==> src/cmas_pkg.sv <==
package cmas_pkg;

	localparam int MAX_WINDOW_DEF  = 15;
	localparam int RING_DEPTH_DEF  = 32;
	localparam int VALUE_BITS_DEF  = 16;
	localparam int QUEUE_DEPTH_DEF = 4;

	localparam int STAMP_W  = 32;
	localparam int WINDOW_W = 4;
	localparam int SEEN_W   = 6;

	localparam logic [WINDOW_W-1:0] WINDOW_RST   = 4'd5;
	localparam logic [SEEN_W-1:0]   SEEN_MAX     = 6'd63;
	localparam logic [SEEN_W-1:0]   SHORT_SERIES = 6'd3;

	// per-item control handed from front to back
	typedef struct packed {
		logic                series_end;
		logic [WINDOW_W-1:0] win;
		logic [SEEN_W-1:0]   seen;
	} cmas_ctl_t;

	typedef enum logic [2:0] {
		ST_IDLE,
		ST_SETUP,
		ST_SUM,
		ST_PREP,
		ST_DIV,
		ST_OUT
	} cmas_state_t;

endpackage

==> src/cmas_if.sv <==
interface cmas_in_if import cmas_pkg::*; #(
	parameter int VALUE_BITS = VALUE_BITS_DEF
);
	logic                         valid;
	logic                         ready;
	logic [STAMP_W-1:0]           stamp;
	logic signed [VALUE_BITS-1:0] rate_value;
	logic                         series_end;

	modport source (output valid, stamp, rate_value, series_end, input ready);
	modport sink (input valid, stamp, rate_value, series_end, output ready);
endinterface

interface cmas_out_if import cmas_pkg::*; #(
	parameter int VALUE_BITS = VALUE_BITS_DEF
);
	logic                         valid;
	logic                         ready;
	logic [STAMP_W-1:0]           out_stamp;
	logic signed [VALUE_BITS-1:0] smoothed;
	logic                         out_last;

	modport source (output valid, out_stamp, smoothed, out_last, input ready);
	modport sink (input valid, out_stamp, smoothed, out_last, output ready);
endinterface

==> src/cmas_front.sv <==
module cmas_front import cmas_pkg::*; #(
	parameter int MAX_WINDOW = MAX_WINDOW_DEF,
	parameter int RING_DEPTH = RING_DEPTH_DEF,
	parameter int VALUE_BITS = VALUE_BITS_DEF,
	localparam int SLOT_W = $clog2(RING_DEPTH)
) (
	input  logic                  clk,
	input  logic                  arst_n,
	input  logic                  cfg_we,
	input  logic [WINDOW_W-1:0]   cfg_wdata,
	cmas_in_if.sink               samples,
	input  logic                  cmd_full,
	output logic                  cmd_push,
	output cmas_ctl_t             cmd_ctl,
	output logic [SLOT_W-1:0]     cmd_wr_slot,
	output logic [SLOT_W-1:0]     cmd_emit_slot,
	output logic [SLOT_W-1:0]     cmd_pending,
	output logic [SLOT_W-1:0]     cmd_count,
	output logic [STAMP_W-1:0]    cmd_stamp,
	output logic [VALUE_BITS-1:0] cmd_value
);

	localparam int W_HALF  = (RING_DEPTH - 1) / 2;
	localparam int W_LIM_A = (MAX_WINDOW < W_HALF) ? MAX_WINDOW : W_HALF;
	localparam int W_LIM   = (W_LIM_A < (2**WINDOW_W - 1)) ? W_LIM_A : (2**WINDOW_W - 1);
	localparam logic [SLOT_W:0] DEPTH_X = (SLOT_W+1)'(RING_DEPTH);

	logic [WINDOW_W-1:0] window_q;
	logic [WINDOW_W-1:0] win_q;
	logic [SEEN_W-1:0]   seen_q;
	logic [SLOT_W-1:0]   wr_q;
	logic [SLOT_W-1:0]   em_q;

	logic                xfer;
	logic [WINDOW_W-1:0] win_lim;
	logic [WINDOW_W-1:0] w_new;
	logic [WINDOW_W-1:0] w_send;
	logic [SEEN_W-1:0]   seen_nx;
	logic [SLOT_W-1:0]   wr_nx;
	logic [SLOT_W:0]     pend_x;
	logic [SLOT_W-1:0]   pending;
	logic [SLOT_W:0]     held_x;
	logic [SLOT_W-1:0]   held;
	logic [SLOT_W-1:0]   count;
	logic [SLOT_W:0]     em_x;
	logic [SLOT_W-1:0]   em_nx;

	assign samples.ready = !cmd_full;
	assign xfer = samples.valid && !cmd_full;

	always_comb begin
		win_lim = (int'(window_q) > W_LIM) ? WINDOW_W'(W_LIM) : window_q;
		w_new   = (seen_q == '0) ? win_lim : win_q;
		seen_nx = (seen_q == SEEN_MAX) ? seen_q : seen_q + 1'b1;
		wr_nx   = (wr_q == SLOT_W'(RING_DEPTH - 1)) ? '0 : wr_q + 1'b1;
		pend_x  = {1'b0, wr_nx} + DEPTH_X - {1'b0, em_q};
		pending = (pend_x >= DEPTH_X) ? SLOT_W'(pend_x - DEPTH_X) : SLOT_W'(pend_x);
		held_x  = {1'b0, wr_q} + DEPTH_X - {1'b0, em_q};
		held    = (held_x >= DEPTH_X) ? SLOT_W'(held_x - DEPTH_X) : SLOT_W'(held_x);
		w_send  = w_new;
		count   = '0;
		if (samples.series_end) begin
			count = pending;
			// short series: pass samples through unchanged
			if (seen_nx < SHORT_SERIES) begin
				w_send = '0;
			end
		end else if (seen_nx >= SHORT_SERIES && int'(pending) > int'(w_new)) begin
			count = pending - SLOT_W'(w_new);
		end
		em_x  = {1'b0, em_q} + {1'b0, count};
		em_nx = (em_x >= DEPTH_X) ? SLOT_W'(em_x - DEPTH_X) : SLOT_W'(em_x);
	end

	always_ff @(posedge clk or negedge arst_n) begin
		if (!arst_n) begin
			window_q <= WINDOW_RST;
			win_q    <= '0;
			seen_q   <= '0;
			wr_q     <= '0;
			em_q     <= '0;
		end else begin
			if (cfg_we) begin
				window_q <= cfg_wdata;
			end
			if (xfer) begin
				if (samples.series_end) begin
					win_q  <= '0;
					seen_q <= '0;
					wr_q   <= '0;
					em_q   <= '0;
				end else begin
					win_q  <= w_new;
					seen_q <= seen_nx;
					wr_q   <= wr_nx;
					em_q   <= em_nx;
				end
			end
		end
	end

	assign cmd_push      = xfer;
	assign cmd_ctl       = '{series_end: samples.series_end, win: w_send, seen: seen_nx};
	assign cmd_wr_slot   = wr_q;
	assign cmd_emit_slot = em_q;
	assign cmd_pending   = pending;
	assign cmd_count     = count;
	assign cmd_stamp     = samples.stamp;
	assign cmd_value     = samples.rate_value;

	a_end_clears: assert property (@(posedge clk) disable iff (!arst_n)
		xfer && samples.series_end |=> seen_q == '0 && wr_q == '0 && em_q == '0)
		else $error("series state not cleared after last sample");

	a_held_bound: assert property (@(posedge clk) disable iff (!arst_n)
		seen_q >= SHORT_SERIES |-> int'(held) <= int'(win_q))
		else $error("more samples held than the window needs");

	a_short_holds: assert property (@(posedge clk) disable iff (!arst_n)
		xfer && !samples.series_end && seen_nx < SHORT_SERIES |-> count == '0)
		else $error("result issued before the series is long enough");

endmodule

==> src/cmas_queue.sv <==
module cmas_queue import cmas_pkg::*; #(
	parameter int WIDTH = 8,
	parameter int DEPTH = QUEUE_DEPTH_DEF,
	localparam int PTR_W = $clog2(DEPTH),
	localparam int CNT_W = $clog2(DEPTH + 1)
) (
	input  logic             clk,
	input  logic             arst_n,
	input  logic             push,
	input  logic [WIDTH-1:0] push_data,
	output logic             full,
	input  logic             pop,
	output logic [WIDTH-1:0] pop_data,
	output logic             empty
);

	logic [WIDTH-1:0] mem_q [DEPTH];
	logic [PTR_W-1:0] wr_q;
	logic [PTR_W-1:0] rd_q;
	logic [CNT_W-1:0] fill_q;

	logic do_push;
	logic do_pop;

	assign full     = (fill_q == CNT_W'(DEPTH));
	assign empty    = (fill_q == '0);
	assign do_push  = push && !full;
	assign do_pop   = pop && !empty;
	assign pop_data = mem_q[rd_q];

	always_ff @(posedge clk) begin
		if (do_push) begin
			mem_q[wr_q] <= push_data;
		end
	end

	always_ff @(posedge clk or negedge arst_n) begin
		if (!arst_n) begin
			wr_q   <= '0;
			rd_q   <= '0;
			fill_q <= '0;
		end else begin
			if (do_push) begin
				wr_q <= (wr_q == PTR_W'(DEPTH - 1)) ? '0 : wr_q + 1'b1;
			end
			if (do_pop) begin
				rd_q <= (rd_q == PTR_W'(DEPTH - 1)) ? '0 : rd_q + 1'b1;
			end
			case ({do_push, do_pop})
				2'b10:   fill_q <= fill_q + 1'b1;
				2'b01:   fill_q <= fill_q - 1'b1;
				default: fill_q <= fill_q;
			endcase
		end
	end

endmodule

==> src/cmas_back.sv <==
module cmas_back import cmas_pkg::*; #(
	parameter int MAX_WINDOW = MAX_WINDOW_DEF,
	parameter int RING_DEPTH = RING_DEPTH_DEF,
	parameter int VALUE_BITS = VALUE_BITS_DEF,
	localparam int SLOT_W = $clog2(RING_DEPTH)
) (
	input  logic                  clk,
	input  logic                  arst_n,
	input  logic                  cmd_empty,
	output logic                  cmd_pop,
	input  cmas_ctl_t             cmd_ctl,
	input  logic [SLOT_W-1:0]     cmd_wr_slot,
	input  logic [SLOT_W-1:0]     cmd_emit_slot,
	input  logic [SLOT_W-1:0]     cmd_pending,
	input  logic [SLOT_W-1:0]     cmd_count,
	input  logic [STAMP_W-1:0]    cmd_stamp,
	input  logic [VALUE_BITS-1:0] cmd_value,
	cmas_out_if.source            results
);

	localparam int W_HALF  = (RING_DEPTH - 1) / 2;
	localparam int W_LIM_A = (MAX_WINDOW < W_HALF) ? MAX_WINDOW : W_HALF;
	localparam int W_LIM   = (W_LIM_A < (2**WINDOW_W - 1)) ? W_LIM_A : (2**WINDOW_W - 1);
	localparam int CNT_MAX = 2 * W_LIM + 1;
	localparam int CNT_W   = $clog2(CNT_MAX + 1);
	localparam int SUM_W   = VALUE_BITS + CNT_W;
	localparam int BIT_W   = $clog2(SUM_W + 1);
	localparam logic [SLOT_W:0] DEPTH_X = (SLOT_W+1)'(RING_DEPTH);

	logic [VALUE_BITS-1:0] value_ring [RING_DEPTH];
	logic [STAMP_W-1:0]    stamp_ring [RING_DEPTH];

	cmas_state_t           state_q, state_d;
	cmas_ctl_t             ctl_q, ctl_d;
	logic [SLOT_W-1:0]     cur_q, cur_d;
	logic [SLOT_W-1:0]     pend_q, pend_d;
	logic [SLOT_W-1:0]     left_cnt_q, left_cnt_d;
	logic [SLOT_W-1:0]     rd_addr_q, rd_addr_d;
	logic [CNT_W-1:0]      rd_cnt_q, rd_cnt_d;
	logic [CNT_W-1:0]      cnt_q, cnt_d;
	logic                  data_vld_q, data_vld_d;
	logic [SUM_W-1:0]      acc_q, acc_d;
	logic                  neg_q, neg_d;
	logic [SUM_W-1:0]      div_q, div_d;
	logic [CNT_W-1:0]      rem_q, rem_d;
	logic [BIT_W-1:0]      bit_q, bit_d;
	logic [VALUE_BITS-1:0] rd_val_q;
	logic [STAMP_W-1:0]    rd_stamp_q;
	logic                  out_vld_q, out_vld_d;
	logic [STAMP_W-1:0]    out_stamp_q, out_stamp_d;
	logic [VALUE_BITS-1:0] out_val_q, out_val_d;
	logic                  out_last_q, out_last_d;

	logic                  ring_we;
	logic                  val_re;
	logic                  stamp_re;
	logic [SEEN_W-1:0]     centre;
	logic [SLOT_W-1:0]     pend_m1;
	logic [WINDOW_W-1:0]   left;
	logic [WINDOW_W-1:0]   right;
	logic [SLOT_W:0]       rs_x;
	logic [CNT_W:0]        trial;
	logic [SUM_W-1:0]      mag;
	logic [SUM_W-1:0]      quo;

	always_ff @(posedge clk) begin
		if (ring_we) begin
			value_ring[cmd_wr_slot] <= cmd_value;
			stamp_ring[cmd_wr_slot] <= cmd_stamp;
		end
		if (val_re) begin
			rd_val_q <= value_ring[rd_addr_q];
		end
		if (stamp_re) begin
			rd_stamp_q <= stamp_ring[cur_q];
		end
	end

	always_comb begin
		state_d     = state_q;
		ctl_d       = ctl_q;
		cur_d       = cur_q;
		pend_d      = pend_q;
		left_cnt_d  = left_cnt_q;
		rd_addr_d   = rd_addr_q;
		rd_cnt_d    = rd_cnt_q;
		cnt_d       = cnt_q;
		data_vld_d  = data_vld_q;
		acc_d       = acc_q;
		neg_d       = neg_q;
		div_d       = div_q;
		rem_d       = rem_q;
		bit_d       = bit_q;
		out_vld_d   = out_vld_q && !results.ready;
		out_stamp_d = out_stamp_q;
		out_val_d   = out_val_q;
		out_last_d  = out_last_q;
		cmd_pop     = 1'b0;
		ring_we     = 1'b0;
		val_re      = 1'b0;
		stamp_re    = 1'b0;

		centre  = ctl_q.seen - SEEN_W'(pend_q);
		pend_m1 = pend_q - 1'b1;
		left    = (centre < SEEN_W'(ctl_q.win)) ? WINDOW_W'(centre) : ctl_q.win;
		right   = (SEEN_W'(pend_m1) < SEEN_W'(ctl_q.win)) ? WINDOW_W'(pend_m1) : ctl_q.win;
		rs_x    = {1'b0, cur_q} + DEPTH_X - (SLOT_W+1)'(left);
		trial   = {rem_q, div_q[SUM_W-1]};
		mag     = acc_q[SUM_W-1] ? (~acc_q + 1'b1) : acc_q;
		quo     = neg_q ? (~div_q + 1'b1) : div_q;

		case (state_q)
			ST_IDLE: begin
				if (!cmd_empty) begin
					cmd_pop    = 1'b1;
					ring_we    = 1'b1;
					ctl_d      = cmd_ctl;
					cur_d      = cmd_emit_slot;
					pend_d     = cmd_pending;
					left_cnt_d = cmd_count;
					state_d    = (cmd_count != '0) ? ST_SETUP : ST_IDLE;
				end
			end
			ST_SETUP: begin
				stamp_re   = 1'b1;
				cnt_d      = CNT_W'(left) + CNT_W'(right) + 1'b1;
				rd_cnt_d   = CNT_W'(left) + CNT_W'(right) + 1'b1;
				rd_addr_d  = (rs_x >= DEPTH_X) ? SLOT_W'(rs_x - DEPTH_X) : SLOT_W'(rs_x);
				acc_d      = '0;
				data_vld_d = 1'b0;
				state_d    = ST_SUM;
			end
			ST_SUM: begin
				if (rd_cnt_q != '0) begin
					val_re    = 1'b1;
					rd_cnt_d  = rd_cnt_q - 1'b1;
					rd_addr_d = (rd_addr_q == SLOT_W'(RING_DEPTH - 1)) ? '0 : rd_addr_q + 1'b1;
				end
				data_vld_d = (rd_cnt_q != '0);
				if (data_vld_q) begin
					acc_d = acc_q + {{CNT_W{rd_val_q[VALUE_BITS-1]}}, rd_val_q};
				end
				if (rd_cnt_q == '0) begin
					state_d = ST_PREP;
				end
			end
			ST_PREP: begin
				// round half away from zero: divide |sum| + count/2
				neg_d   = acc_q[SUM_W-1];
				div_d   = mag + SUM_W'(cnt_q >> 1);
				rem_d   = '0;
				bit_d   = BIT_W'(SUM_W);
				state_d = ST_DIV;
			end
			ST_DIV: begin
				if (trial >= {1'b0, cnt_q}) begin
					rem_d = CNT_W'(trial - {1'b0, cnt_q});
					div_d = {div_q[SUM_W-2:0], 1'b1};
				end else begin
					rem_d = CNT_W'(trial);
					div_d = {div_q[SUM_W-2:0], 1'b0};
				end
				bit_d = bit_q - 1'b1;
				if (bit_q == BIT_W'(1)) begin
					state_d = ST_OUT;
				end
			end
			ST_OUT: begin
				if (!out_vld_q || results.ready) begin
					out_vld_d   = 1'b1;
					out_stamp_d = rd_stamp_q;
					out_val_d   = quo[VALUE_BITS-1:0];
					out_last_d  = ctl_q.series_end && (pend_q == SLOT_W'(1));
					cur_d       = (cur_q == SLOT_W'(RING_DEPTH - 1)) ? '0 : cur_q + 1'b1;
					pend_d      = pend_m1;
					left_cnt_d  = left_cnt_q - 1'b1;
					state_d     = (left_cnt_q == SLOT_W'(1)) ? ST_IDLE : ST_SETUP;
				end
			end
			default: begin
				state_d = ST_IDLE;
			end
		endcase
	end

	always_ff @(posedge clk or negedge arst_n) begin
		if (!arst_n) begin
			state_q   <= ST_IDLE;
			out_vld_q <= 1'b0;
		end else begin
			state_q   <= state_d;
			out_vld_q <= out_vld_d;
		end
	end

	always_ff @(posedge clk) begin
		ctl_q       <= ctl_d;
		cur_q       <= cur_d;
		pend_q      <= pend_d;
		left_cnt_q  <= left_cnt_d;
		rd_addr_q   <= rd_addr_d;
		rd_cnt_q    <= rd_cnt_d;
		cnt_q       <= cnt_d;
		data_vld_q  <= data_vld_d;
		acc_q       <= acc_d;
		neg_q       <= neg_d;
		div_q       <= div_d;
		rem_q       <= rem_d;
		bit_q       <= bit_d;
		out_stamp_q <= out_stamp_d;
		out_val_q   <= out_val_d;
		out_last_q  <= out_last_d;
	end

	assign results.valid     = out_vld_q;
	assign results.out_stamp = out_stamp_q;
	assign results.smoothed  = out_val_q;
	assign results.out_last  = out_last_q;

	a_last_read: assert property (@(posedge clk) disable iff (!arst_n)
		state_q == ST_SUM && rd_cnt_q == '0 |-> data_vld_q)
		else $error("window sum closed without its last sample");

	a_rem_bound: assert property (@(posedge clk) disable iff (!arst_n)
		state_q == ST_DIV |-> rem_q < cnt_q)
		else $error("divider remainder not below divisor");

	a_setup_ok: assert property (@(posedge clk) disable iff (!arst_n)
		state_q == ST_SETUP |-> pend_q != '0 && left_cnt_q != '0 && left_cnt_q <= pend_q)
		else $error("result requested with no sample pending");

	a_out_load: assert property (@(posedge clk) disable iff (!arst_n)
		state_q == ST_OUT && (!out_vld_q || results.ready) |=> results.valid)
		else $error("finished result not presented");

endmodule

==> src/centered_moving_average_smoother.sv <==
// Centered moving average over a series of timestamped rate samples.
// samples: valid/ready input channel, one sample (stamp, rate_value, series_end)
//   per transfer. results: valid/ready output channel, one result per sample, in
//   order, same stamp, value replaced by the rounded mean of the sample and up to
//   window neighbours each side (window shrinks at the series edges; a series of
//   fewer than three samples comes back unchanged). out_last marks the result of
//   the final sample.
// cfg_we/cfg_wdata write the window register (reset 5); it is taken at the first
//   sample of each series.
// Release: a result leaves once window later samples and at least three samples of the
//   series have arrived, or when the last sample of the series flushes all held samples.
// Throughput: the front takes one sample per cycle while the queue is not full, into a
//   4-entry command queue. The back pops one command per sample and finishes its results
//   before it takes the next command; each result sums the samples in its window, one ring
//   read per sample, and a bit-serial divider divides by their count.
// Reset: all series state clears, no results pending, window returns to 5.
// Stalls: a result waits in the output register; the back halts behind it and
//   samples keep flowing in until the queue is full.
module centered_moving_average_smoother import cmas_pkg::*; #(
	parameter int MAX_WINDOW = MAX_WINDOW_DEF,
	parameter int RING_DEPTH = RING_DEPTH_DEF,
	parameter int VALUE_BITS = VALUE_BITS_DEF
) (
	input  logic                clk,
	input  logic                arst_n,
	input  logic                cfg_we,
	input  logic [WINDOW_W-1:0] cfg_wdata,
	cmas_in_if.sink             samples,
	cmas_out_if.source          results
);

	localparam int SLOT_W = $clog2(RING_DEPTH);
	localparam int CMD_W  = $bits(cmas_ctl_t) + 4 * SLOT_W + STAMP_W + VALUE_BITS;

	logic                  push;
	logic                  full;
	logic                  pop;
	logic                  empty;
	logic [CMD_W-1:0]      push_data;
	logic [CMD_W-1:0]      pop_data;

	cmas_ctl_t             f_ctl, b_ctl;
	logic [SLOT_W-1:0]     f_wr, f_em, f_pend, f_cnt;
	logic [SLOT_W-1:0]     b_wr, b_em, b_pend, b_cnt;
	logic [STAMP_W-1:0]    f_stamp, b_stamp;
	logic [VALUE_BITS-1:0] f_value, b_value;

	cmas_front #(
		.MAX_WINDOW (MAX_WINDOW),
		.RING_DEPTH (RING_DEPTH),
		.VALUE_BITS (VALUE_BITS)
	) u_front (
		.clk           (clk),
		.arst_n        (arst_n),
		.cfg_we        (cfg_we),
		.cfg_wdata     (cfg_wdata),
		.samples       (samples),
		.cmd_full      (full),
		.cmd_push      (push),
		.cmd_ctl       (f_ctl),
		.cmd_wr_slot   (f_wr),
		.cmd_emit_slot (f_em),
		.cmd_pending   (f_pend),
		.cmd_count     (f_cnt),
		.cmd_stamp     (f_stamp),
		.cmd_value     (f_value)
	);

	assign push_data = {f_ctl, f_wr, f_em, f_pend, f_cnt, f_stamp, f_value};

	cmas_queue #(
		.WIDTH (CMD_W),
		.DEPTH (QUEUE_DEPTH_DEF)
	) u_queue (
		.clk       (clk),
		.arst_n    (arst_n),
		.push      (push),
		.push_data (push_data),
		.full      (full),
		.pop       (pop),
		.pop_data  (pop_data),
		.empty     (empty)
	);

	assign {b_ctl, b_wr, b_em, b_pend, b_cnt, b_stamp, b_value} = pop_data;

	cmas_back #(
		.MAX_WINDOW (MAX_WINDOW),
		.RING_DEPTH (RING_DEPTH),
		.VALUE_BITS (VALUE_BITS)
	) u_back (
		.clk           (clk),
		.arst_n        (arst_n),
		.cmd_empty     (empty),
		.cmd_pop       (pop),
		.cmd_ctl       (b_ctl),
		.cmd_wr_slot   (b_wr),
		.cmd_emit_slot (b_em),
		.cmd_pending   (b_pend),
		.cmd_count     (b_cnt),
		.cmd_stamp     (b_stamp),
		.cmd_value     (b_value),
		.results       (results)
	);

endmodule
==> src/flat_wrapper.sv <==
// flat-port wrapper written by rule: the top's interface ports become plain ports
module centered_moving_average_smoother_flat import cmas_pkg::*;
#(
	parameter int MAX_WINDOW = MAX_WINDOW_DEF,
	parameter int RING_DEPTH = RING_DEPTH_DEF,
	parameter int VALUE_BITS = VALUE_BITS_DEF
)
  (clk, arst_n, cfg_we, cfg_wdata, samples_valid, samples_stamp, samples_rate_value, samples_series_end, samples_ready, results_valid, results_out_stamp, results_smoothed, results_out_last, results_ready);
  cmas_in_if #(.VALUE_BITS(VALUE_BITS)) samples_i ();
  cmas_out_if #(.VALUE_BITS(VALUE_BITS)) results_i ();
  input  logic clk;
  input  logic arst_n;
  input  logic cfg_we;
  input  logic [WINDOW_W-1:0] cfg_wdata;
  input wire logic [$bits(samples_i.valid)-1:0] samples_valid;
  input wire logic [$bits(samples_i.stamp)-1:0] samples_stamp;
  input wire logic [$bits(samples_i.rate_value)-1:0] samples_rate_value;
  input wire logic [$bits(samples_i.series_end)-1:0] samples_series_end;
  output wire logic [$bits(samples_i.ready)-1:0] samples_ready;
  output wire logic [$bits(results_i.valid)-1:0] results_valid;
  output wire logic [$bits(results_i.out_stamp)-1:0] results_out_stamp;
  output wire logic [$bits(results_i.smoothed)-1:0] results_smoothed;
  output wire logic [$bits(results_i.out_last)-1:0] results_out_last;
  input wire logic [$bits(results_i.ready)-1:0] results_ready;
  assign samples_i.valid = samples_valid;
  assign samples_i.stamp = samples_stamp;
  assign samples_i.rate_value = samples_rate_value;
  assign samples_i.series_end = samples_series_end;
  assign samples_ready = samples_i.ready;
  assign results_valid = results_i.valid;
  assign results_out_stamp = results_i.out_stamp;
  assign results_smoothed = results_i.smoothed;
  assign results_out_last = results_i.out_last;
  assign results_i.ready = results_ready;
  centered_moving_average_smoother #(.MAX_WINDOW(MAX_WINDOW), .RING_DEPTH(RING_DEPTH), .VALUE_BITS(VALUE_BITS)) u_core (.clk(clk), .arst_n(arst_n), .cfg_we(cfg_we), .cfg_wdata(cfg_wdata), .samples(samples_i), .results(results_i));
endmodule
==> config.mk <==
export PLATFORM = sky130hd
export DESIGN_NAME = centered_moving_average_smoother_flat
export DESIGN_NICKNAME = d
export VERILOG_FILES = /design/src/cmas_pkg.sv /design/src/cmas_if.sv /design/src/cmas_front.sv /design/src/cmas_queue.sv /design/src/cmas_back.sv /design/src/centered_moving_average_smoother.sv /design/src/flat_wrapper.sv
export SDC_FILE = /design/constraint.sdc
export NUM_CORES = 2
export LEC_CHECK = 0
export BUFFER_PORTS_ARGS = -buffer_cell sky130_fd_sc_hd__clkbuf_2
export CORE_UTILIZATION = 38
export DETAILED_ROUTE_END_ITERATION = 12
export MAX_ROUTING_LAYER = met4
export PLACE_DENSITY_LB_ADDON = 0.3
export SLEW_MARGIN = 20
export SYNTH_ARGS = -nofsm -noshare
export SYNTH_HDL_FRONTEND = slang
export SYNTH_SLANG_ARGS = --single-unit
==> constraint.sdc <==
create_clock -name clk -period 16.6 [get_ports clk]
set_input_delay 0.83 -clock clk [delete_from_list [all_inputs] [get_ports clk]]
set_output_delay 0.83 -clock clk [all_outputs]
set_load 0.01 [all_outputs]
# Word level (Yosys, flattened, before mapping)
# Memory sizes are Yosys's and may differ from the RTL's. A register that Yosys moved wholly into a read port is not among the register bits.
# Index checks and enable logic that the tools add are counted.
dict set report classes {
  n_addsub 29
  order_cmp 9
  n_eq_ne 23
  mux 62
  bitwise 3
  reduce_logical 27
}
# op n
set op_table {}
lappend op_table {{$mux W5} 19}
lappend op_table {{$pmux W21 S2} 2}
lappend op_table {{$pmux W5 S2} 7}
lappend op_table {{$mux W21} 2}
lappend op_table {{$sub A5 B1 Y5 const B} 7}
lappend op_table {{$mux W4} 6}
lappend op_table {{$add A21 B1 Y21 const B} 1}
lappend op_table {{$add A21 B21 Y21} 1}
lappend op_table {{$add A21 B4 Y21} 1}
lappend op_table {{$not A21 Y21} 1}
lappend op_table {{$add A5 B1 Y5 const B} 4}
lappend op_table {{$ge A6 B6 Y1 const B} 3}
lappend op_table {{$pmux W3 S6} 1}
lappend op_table {{$add A16 B1 Y16 const B} 1}
lappend op_table {{$mux W16} 1}
lappend op_table {{$not A16 Y16} 1}
lappend op_table {{$eq A5 B1 Y1 const B} 3}
lappend op_table {{$eq A5 B5 Y1 const B} 3}
lappend op_table {{$mux W1} 14}
lappend op_table {{$add A5 B6 Y6 const B} 2}
lappend op_table {{$mux W3} 4}
lappend op_table {{$mux W6} 2}
lappend op_table {{$ne A2 B2 Y1 const B} 6}
lappend op_table {{$sub A6 B5 Y6} 2}
lappend op_table {{other kinds (36)} 59}
dict set report word_totals {
  regBits 179
  ramBits 1852
  in_bits 58
  output_inout_bits 51
  word_cells 184
  memories 3
}
# memory words word_bits read_ports rd_clocked_by_memory_dff write_ports line
set mem_list {}
lappend mem_list {u_core.u_back.stamp_ring 32 32 1 1 1 cmas_back.sv:31} ;# logic [STAMP_W-1:0] stamp_ring [RING_DEPTH];
lappend mem_list {u_core.u_back.value_ring 32 16 1 1 1 cmas_back.sv:30} ;# logic [VALUE_BITS-1:0] value_ring [RING_DEPTH];
lappend mem_list {u_core.u_queue.mem_q 4 79 1 0 1 cmas_queue.sv:17} ;# logic [WIDTH-1:0] mem_q [DEPTH];

# Depth between registers and ports, before layout
dict set report logic_depth {
  word_depth 14
  ltp_mapped 27
  mapped_depth_nobuf 27
}

# Modules after synthesis
# From an unflattened synthesis, not the netlist that was laid out.
dict set report hier_totals {
  hier_cells 4294
  hier_area_um2 83241.1
}
# module n_inst cells_each area_each_um2 seq_area_each_um2
set modules_own_cells {}
lappend modules_own_cells {cmas_back 1 3599 69177.6 51989.9}
lappend modules_own_cells {cmas_queue 1 453 11925.2 9664.3}
lappend modules_own_cells {cmas_front 1 242 2138.3 603.1}

# Least setup slack after synthesis
# Ideal clock, no wire load.
dict set report synth_path {
  path_kind {register to register}
  startpoint {reg u_core.u_front.wr_q[0], in the netlist u_core.u_front.cmd_wr_slot[0]}
  endpoint {reg u_core.u_front.em_q[4], in the netlist u_core.u_front.cmd_emit_slot[4]}
  setup_time_ns 0.064
  t_arrival_ns 5.711
  required_ns 16.536
  setup_slack_ns 10.824
  stages_incl_launch_ff 25
  n_path_buf 0
  synth_period_minus_slack_ns 5.776
  path_cell_list {dfrtp_1 ha_1 and3_1 ha_1 or2_2 ha_1 fa_1 xor2_1 a21oi_1 nor2_1 ha_1 and3b_1 o21ai_0 o41a_1 nand3_1 o311ai_1 o21ai_0 ha_1 nor2b_1 o21ai_0 nand2b_1 or3_1 a211o_1 nand2_1 a21o_1}
}
dict set report synth_between {
  elab_chain_cells 14
  word_cells_on_any_way 18
  classes_between {add/sub (7); order compare (3); eq/ne (1); mux (6); reduce/logical (1)}
}
# element line
set synth_lines {}
lappend synth_lines {{from (decl)} cmas_front.sv:31} ;# logic [SLOT_W-1:0] wr_q;
lappend synth_lines {{from (signal assigned)} cmas_front.sv:95} ;# wr_q <= wr_nx;
lappend synth_lines {{$add A5 B1 Y5 or $eq A5 B5 Y1 (tied branches)} cmas_front.sv:55} ;# wr_nx = (wr_q == SLOT_W'(RING_DEPTH - 1)) ? '0 : wr_q + 1'b1;
lappend synth_lines {{$mux W5 (*)} cmas_front.sv:55}
lappend synth_lines {{$add A5 B6 Y6 (*)} cmas_front.sv:56} ;# pend_x = {1'b0, wr_nx} + DEPTH_X - {1'b0, em_q};
lappend synth_lines {{$sub A6 B5 Y6 (*)} cmas_front.sv:56}
lappend synth_lines {{$sub A5 B1 Y5 or $ge A6 B6 Y1 (tied branches)} cmas_front.sv:57} ;# pending = (pend_x >= DEPTH_X) ? SLOT_W'(pend_x - DEPTH_X) : SLOT_W'(pend_x);
lappend synth_lines {{$mux W5 (*)} cmas_front.sv:57}
lappend synth_lines {{$gt A5 B4 Y1} cmas_front.sv:68} ;# end else if (seen_nx >= SHORT_SERIES && int'(pending) > int'(w_new)) begin
lappend synth_lines {{$logic_and A1 B1 Y1} cmas_front.sv:68}
lappend synth_lines {{$mux W5} cmas_front.sv:68}
lappend synth_lines {{$mux W5 (*)} cmas_front.sv:62} ;# if (samples.series_end) begin
lappend synth_lines {{named net u_core.f_cnt[2]} centered_moving_average_smoother.sv:43} ;# logic [SLOT_W-1:0] f_wr, f_em, f_pend, f_cnt;
lappend synth_lines {{$add A5 B5 Y6 (*)} cmas_front.sv:71} ;# em_x = {1'b0, em_q} + {1'b0, count};
lappend synth_lines {{$sub A5 B1 Y5 or $ge A6 B6 Y1 (tied branches)} cmas_front.sv:72} ;# em_nx = (em_x >= DEPTH_X) ? SLOT_W'(em_x - DEPTH_X) : SLOT_W'(em_x);
lappend synth_lines {{$mux W5 (*)} cmas_front.sv:72}
lappend synth_lines {{$mux W5 (*)} cmas_front.sv:87} ;# if (samples.series_end) begin
lappend synth_lines {{to (signal assigned)} cmas_front.sv:96} ;# em_q <= em_nx;
lappend synth_lines {{to (decl)} cmas_front.sv:32} ;# logic [SLOT_W-1:0] em_q;
# The timed path passes the listed nets; every way through them passes the cells marked *.
# A chain may end at the register's enable or synchronous reset.

# Final worst setup path
# Ends and elaborated chain as after synthesis.

==> metrics.log <==
INFO  metric max_freq = 0.1489 GHz
INFO  metric switchingPower = 0.006011 W
INFO  metric grt_first_pass_wirelength = 280,400 um
INFO  metric critical_path_arrival = 7.49 ns
INFO  metric worst-path-max-fanout = 8
INFO  metric hpwlAfterDp = 102,100 um
INFO  metric timing.clock.skew = 0.04467 ns
INFO  metric die-area = 218,500 um^2
INFO  metric final.period_utilization = between 40% and 50%
INFO  metric h_tree_level_count = 4
INFO  metric globalRouteMet3Util = roughly 2.7%
INFO  metric critPathRequiredTime = between 15 and 20 ns
INFO  metric yosysWarnings = 0
INFO  metric core = 214,800 um^2
INFO  metric power.share.switching = 32.42%
INFO  metric slew_headroom = 26.37%
INFO  metric cts_repair_resize_count = 0
INFO  metric report.final.setup_viol = 0
INFO  metric combPwrFrac = about a third
INFO  metric drtIter0Drc = between 4,000 and 5,000
INFO  metric first_global_vias = ~40,000
INFO  metric worst_slew_pin_slew = 1.104 ns
INFO  metric status = complete, no violations
INFO  metric synth.cell_area = 82,320 um^2
INFO  metric grt_setup_unrepaired = no
INFO  metric p_leak = 30.16 nW
INFO  metric number_of_setup_buffers_added_after_cts = 0
INFO  metric avgRoutedWirePerCell = 26.75 um
INFO  metric power.internal = about 0.013 W
INFO  metric firstDrtPassIters = 7
INFO  metric drive_gt1_share = 23.80%
INFO  metric critical_path.startpoint_type = flop
INFO  metric postSynth.topFlopCell = edfxtp_1
INFO  metric seq_total_area_yosys = 75.63%
INFO  metric critical_path.slowest_cell = o311ai_1
INFO  metric grt_use_met1 = 24.16%
INFO  metric layout.cell_area.non_filler = between 90,000 and 100,000 um^2
INFO  metric area_delta_synth_final = 13.57%
INFO  metric pin_count_of_the_biggest_net_entering_global_routing = 141
INFO  metric max_cap_viol_count = 0
INFO  metric report.final.slew_viol_count = 0
INFO  metric cpMostUsedCell = ha_1
INFO  metric grt_remaining_overflow = 0
INFO  metric power_per_cell_area = 198.3 nW/um^2
INFO  metric global_route.usage.met2 = 29.63%
INFO  metric pin_count = around 110
INFO  metric row_count = 170
INFO  metric cts_num_sinks = 2,079
INFO  metric groute.usage.overall = between 10% and 20%
INFO  metric max-clock-path-buffers = 3
INFO  metric buffer_ports.inserted = 108
INFO  metric post_synth_net_total = ~4,200
INFO  metric globalplace.congestion = approximately 0.80
INFO  metric critical_path.endpoint_type = flop
INFO  metric report.final.hold_viol_count = 0
INFO  metric clkTransAtPathRegs = 0.07 ns
INFO  metric synth.avg_cell_area = ~20 um^2
INFO  metric tritoncts_clock_tree = done
INFO  metric grt-busiest-layer = met2
INFO  metric number_of_flip_flops_and_latches_in_the_synthesized_netlist = 2,079
INFO  metric tritoncts.num_buffers = 205
INFO  metric detail-route-antenna-nets = 0
INFO  metric clock_latency = 0.84 ns
INFO  metric vdd_drop_max = 0.1618 mV
INFO  metric cts.root.buffer_cell = clkbuf_16
INFO  metric initial_core_util = 38.32%
INFO  metric period_minus_slack = 6.716 ns
INFO  metric post-route-drc-count = 0
INFO  metric dieHeight = 467.4 um
INFO  metric synthCells = 4,034
INFO  metric final_nets = 4,399
INFO  metric fin_tns_setup = 0 ns
INFO  metric yosysUniqueCellTypes = 74
INFO  metric die_w = around 470 um
INFO  metric vias_per_cell = 5.473
INFO  metric n_fill_cell = 18,420
INFO  metric grt_antenna_before_repair = 6
INFO  metric power.share.sequential = 42.0%
INFO  metric detailroute.via_count = roughly 40,000
INFO  metric path_cells = ha_1, and3_1, ha_1, or2_2, ha_1, fa_1, xor2_1, a21oi_1, nor2_1, ha_1, and3b_1, o21ai_0, o41a_1, nand3_1, o311ai_1, o21ai_0, ha_1, nor2b_1, o21ai_0, nand2b_1, or3_1, a211o_1, nand2_1, a21o_1
INFO  metric ffs_w_async_s_r_synth = 1.684%
INFO  metric clockPowerShare = about a quarter
INFO  metric cts_hold_repair.buffers = 0
INFO  metric largest_incremental_delay_on_the_critical_path = 0.80 ns
INFO  metric routed_wirelength = 194,200 um
INFO  metric place_area = 86,680 um^2
INFO  metric worstSetupPathType = flop to flop
INFO  metric layout.core_utilization = 43.52%
INFO  metric synth_edf_count = 2,044
INFO  metric timing.hold.worst.class = input port to asynchronous set/reset pin
placed cells by master, fill, tap and decap left out, types with 24 or more instances in the layout:
cell type  Yosys  layout
nand3_1       24      24
xor2_1        42      42
a21oi_1       68      68
inv_1         71      70
bufinv_16      0      27
mux2_2        50      50
nor3_1        31      31
o221ai_1      50      50
clkinv_2       0      30
edfxtp_1    2044    2044
nor2_4         0      33
clkinv_1       0      54
o21ai_0      115     114
clkbuf_1     114      38
dfrtp_1       33      31
nand2_1      157     156
mux4_2       463     463
clkbuf_16      0     208
mux2i_1      136     136
buf_4          1      74
ha_1          82      82
clkbuf_2       0     107
xnor2_1       56      56
nor2_1       178     145
logic make-up (layout without fill, tap and decap cells):
logic type	after synthesis	in the layout	synth area share, %
adders and majority gates	92	92	1.490
muxes	649	649	15.01
xor gates and xnor gates	98	98	1.043
and+or+nand+nor	502	502	2.812
DFF	2079	2079	75.63
buffers and inverters	251	637	1.158
AOI/OAI and AO/OA	363	363	2.861
other	0	3	0
flip-flops by register name, summed over array words and instances (netlist names), 6 cells and up:
register,flops
u_core.u_back.stamp_ring,1024
u_core.u_back.value_ring,512
u_core.u_queue.mem_q,316
u_core.u_back.rd_stamp_q,32
u_core.u_back.results.out_stamp,32
u_core.u_back.acc_q,21
u_core.u_back.div_q,21
u_core.u_back.rd_val_q,16
u_core.u_back.results.smoothed,16
u_core.u_back.ctl_q,11
u_core.u_front.seen_q,6
power by group through the flow:
stage,logic [W],clock network [W],registers [W]
after CTS,0.00616,0.00478,0.00779
after floorplan,0.00429,0,0.00775
after detailed placement,0.00614,0,0.00790
final,0.00606,0.00469,0.00778
after global routing,0.00659,0.00496,0.00785
after global placement,0.00604,0,0.00787
metrics by stage:
| step | instances | hold slack, ns | total power, W | setup slack (ns) |
|---|---|---|---|---|
| after global placement | 6877 | 0.4037 | 0.01392 | 9.991 |
| after global routing | 7261 | 0.1440 | 0.01940 | 9.313 |
| after CTS | 7257 | 0.1283 | 0.01873 | 9.886 |
| final | 7261 | 0.1340 | 0.01854 | 9.884 |
| after detailed placement | 6879 | 0.4045 | 0.01403 | 9.917 |
| after floorplan | 4034 | 0.4003 | 0.01203 | 10.82 |
path summary, 6_finish.rpt:
path	start	end	slack, ns	depth (start not counted)
min in group clk	samples_stamp[31]	u_core.u_queue.mem_q[2][47]	0.21	1
worst max-delay path	u_core.u_front.cmd_wr_slot[0]	u_core.u_front.cmd_emit_slot[4]	9.88	24
worst min-delay path	arst_n	u_core.u_back.state_q[0]	0.13	1
worst max register to register	u_core.u_front.cmd_wr_slot[0]	u_core.u_front.cmd_emit_slot[4]	9.88	24
worst min register to register	u_core.u_back.rd_stamp_q[20]	u_core.u_back.results.out_stamp[20]	0.42	0
max in group asynchronous	arst_n	u_core.u_queue.rd_q[0]	15.74	1
worst max-delay path: cells and delay by family, from the launching register on:
kind,cells,cell delay (ns)
compound gates,8,2.46
xor+xnor,1,0.17
fa+ha+maj,6,1.98
flops,1,0.46
simple gates,9,1.58
cell type report:
class	instances	area (um^2)	share of cell area [%]
multi-input cells	1704	19390	20.74
clock inverters	130	1401	1.499
repair buffers	188	1231	1.317
well taps	2838	3551	3.798
clock buffers	248	5375	5.749
flip-flops and latches	2079	62260	66.60
diodes	3	7.507	0.008030
inverters	71	266.5	0.2851
routing by layer:
layer / vias to the layer above / wire length [um] / share of wire [%]
met3: 254 / 10080 / 5.2
met4: 0 / 4240 / 2.2
met1: 21320 / 83140 / 43
met2: 1140 / 96760 / 50
li1: 17030 / - / -
met5: - / 0 / 0
synthesized netlist by cell type, types with 7 or more instances:
| cell | count | area share (%) |
|---|---|---|
| clkbuf_1 | 114 | 0.52 |
| and2_1 | 7 | 0.053 |
| a31oi_1 | 8 | 0.061 |
| a21oi_1 | 68 | 0.41 |
| o221ai_1 | 50 | 0.53 |
| nor4_1 | 9 | 0.068 |
| ha_1 | 82 | 1.2 |
| fa_1 | 10 | 0.24 |
| or3_1 | 9 | 0.068 |
| mux4_2 | 463 | 13 |
| and3_1 | 13 | 0.099 |
| o31ai_1 | 19 | 0.17 |
| nand3_1 | 24 | 0.15 |
| mux2i_1 | 136 | 1.7 |
| nand2b_1 | 20 | 0.15 |
| edfxtp_1 | 2044 | 75 |
| xnor2_1 | 56 | 0.60 |
| a22o_1 | 7 | 0.074 |
| buf_1 | 59 | 0.27 |
| o22ai_1 | 22 | 0.17 |
| nor3_1 | 31 | 0.19 |
| o21ai_0 | 115 | 0.70 |
| nor2_1 | 178 | 0.81 |
| xor2_1 | 42 | 0.45 |
| dfrtp_1 | 33 | 1.0 |
| nand2_1 | 157 | 0.72 |
| nor2b_1 | 17 | 0.13 |
| mux2_2 | 50 | 0.68 |
| a21o_1 | 22 | 0.20 |
| inv_1 | 71 | 0.32 |
No activity file was read; power rests on OpenSTA's default activity.
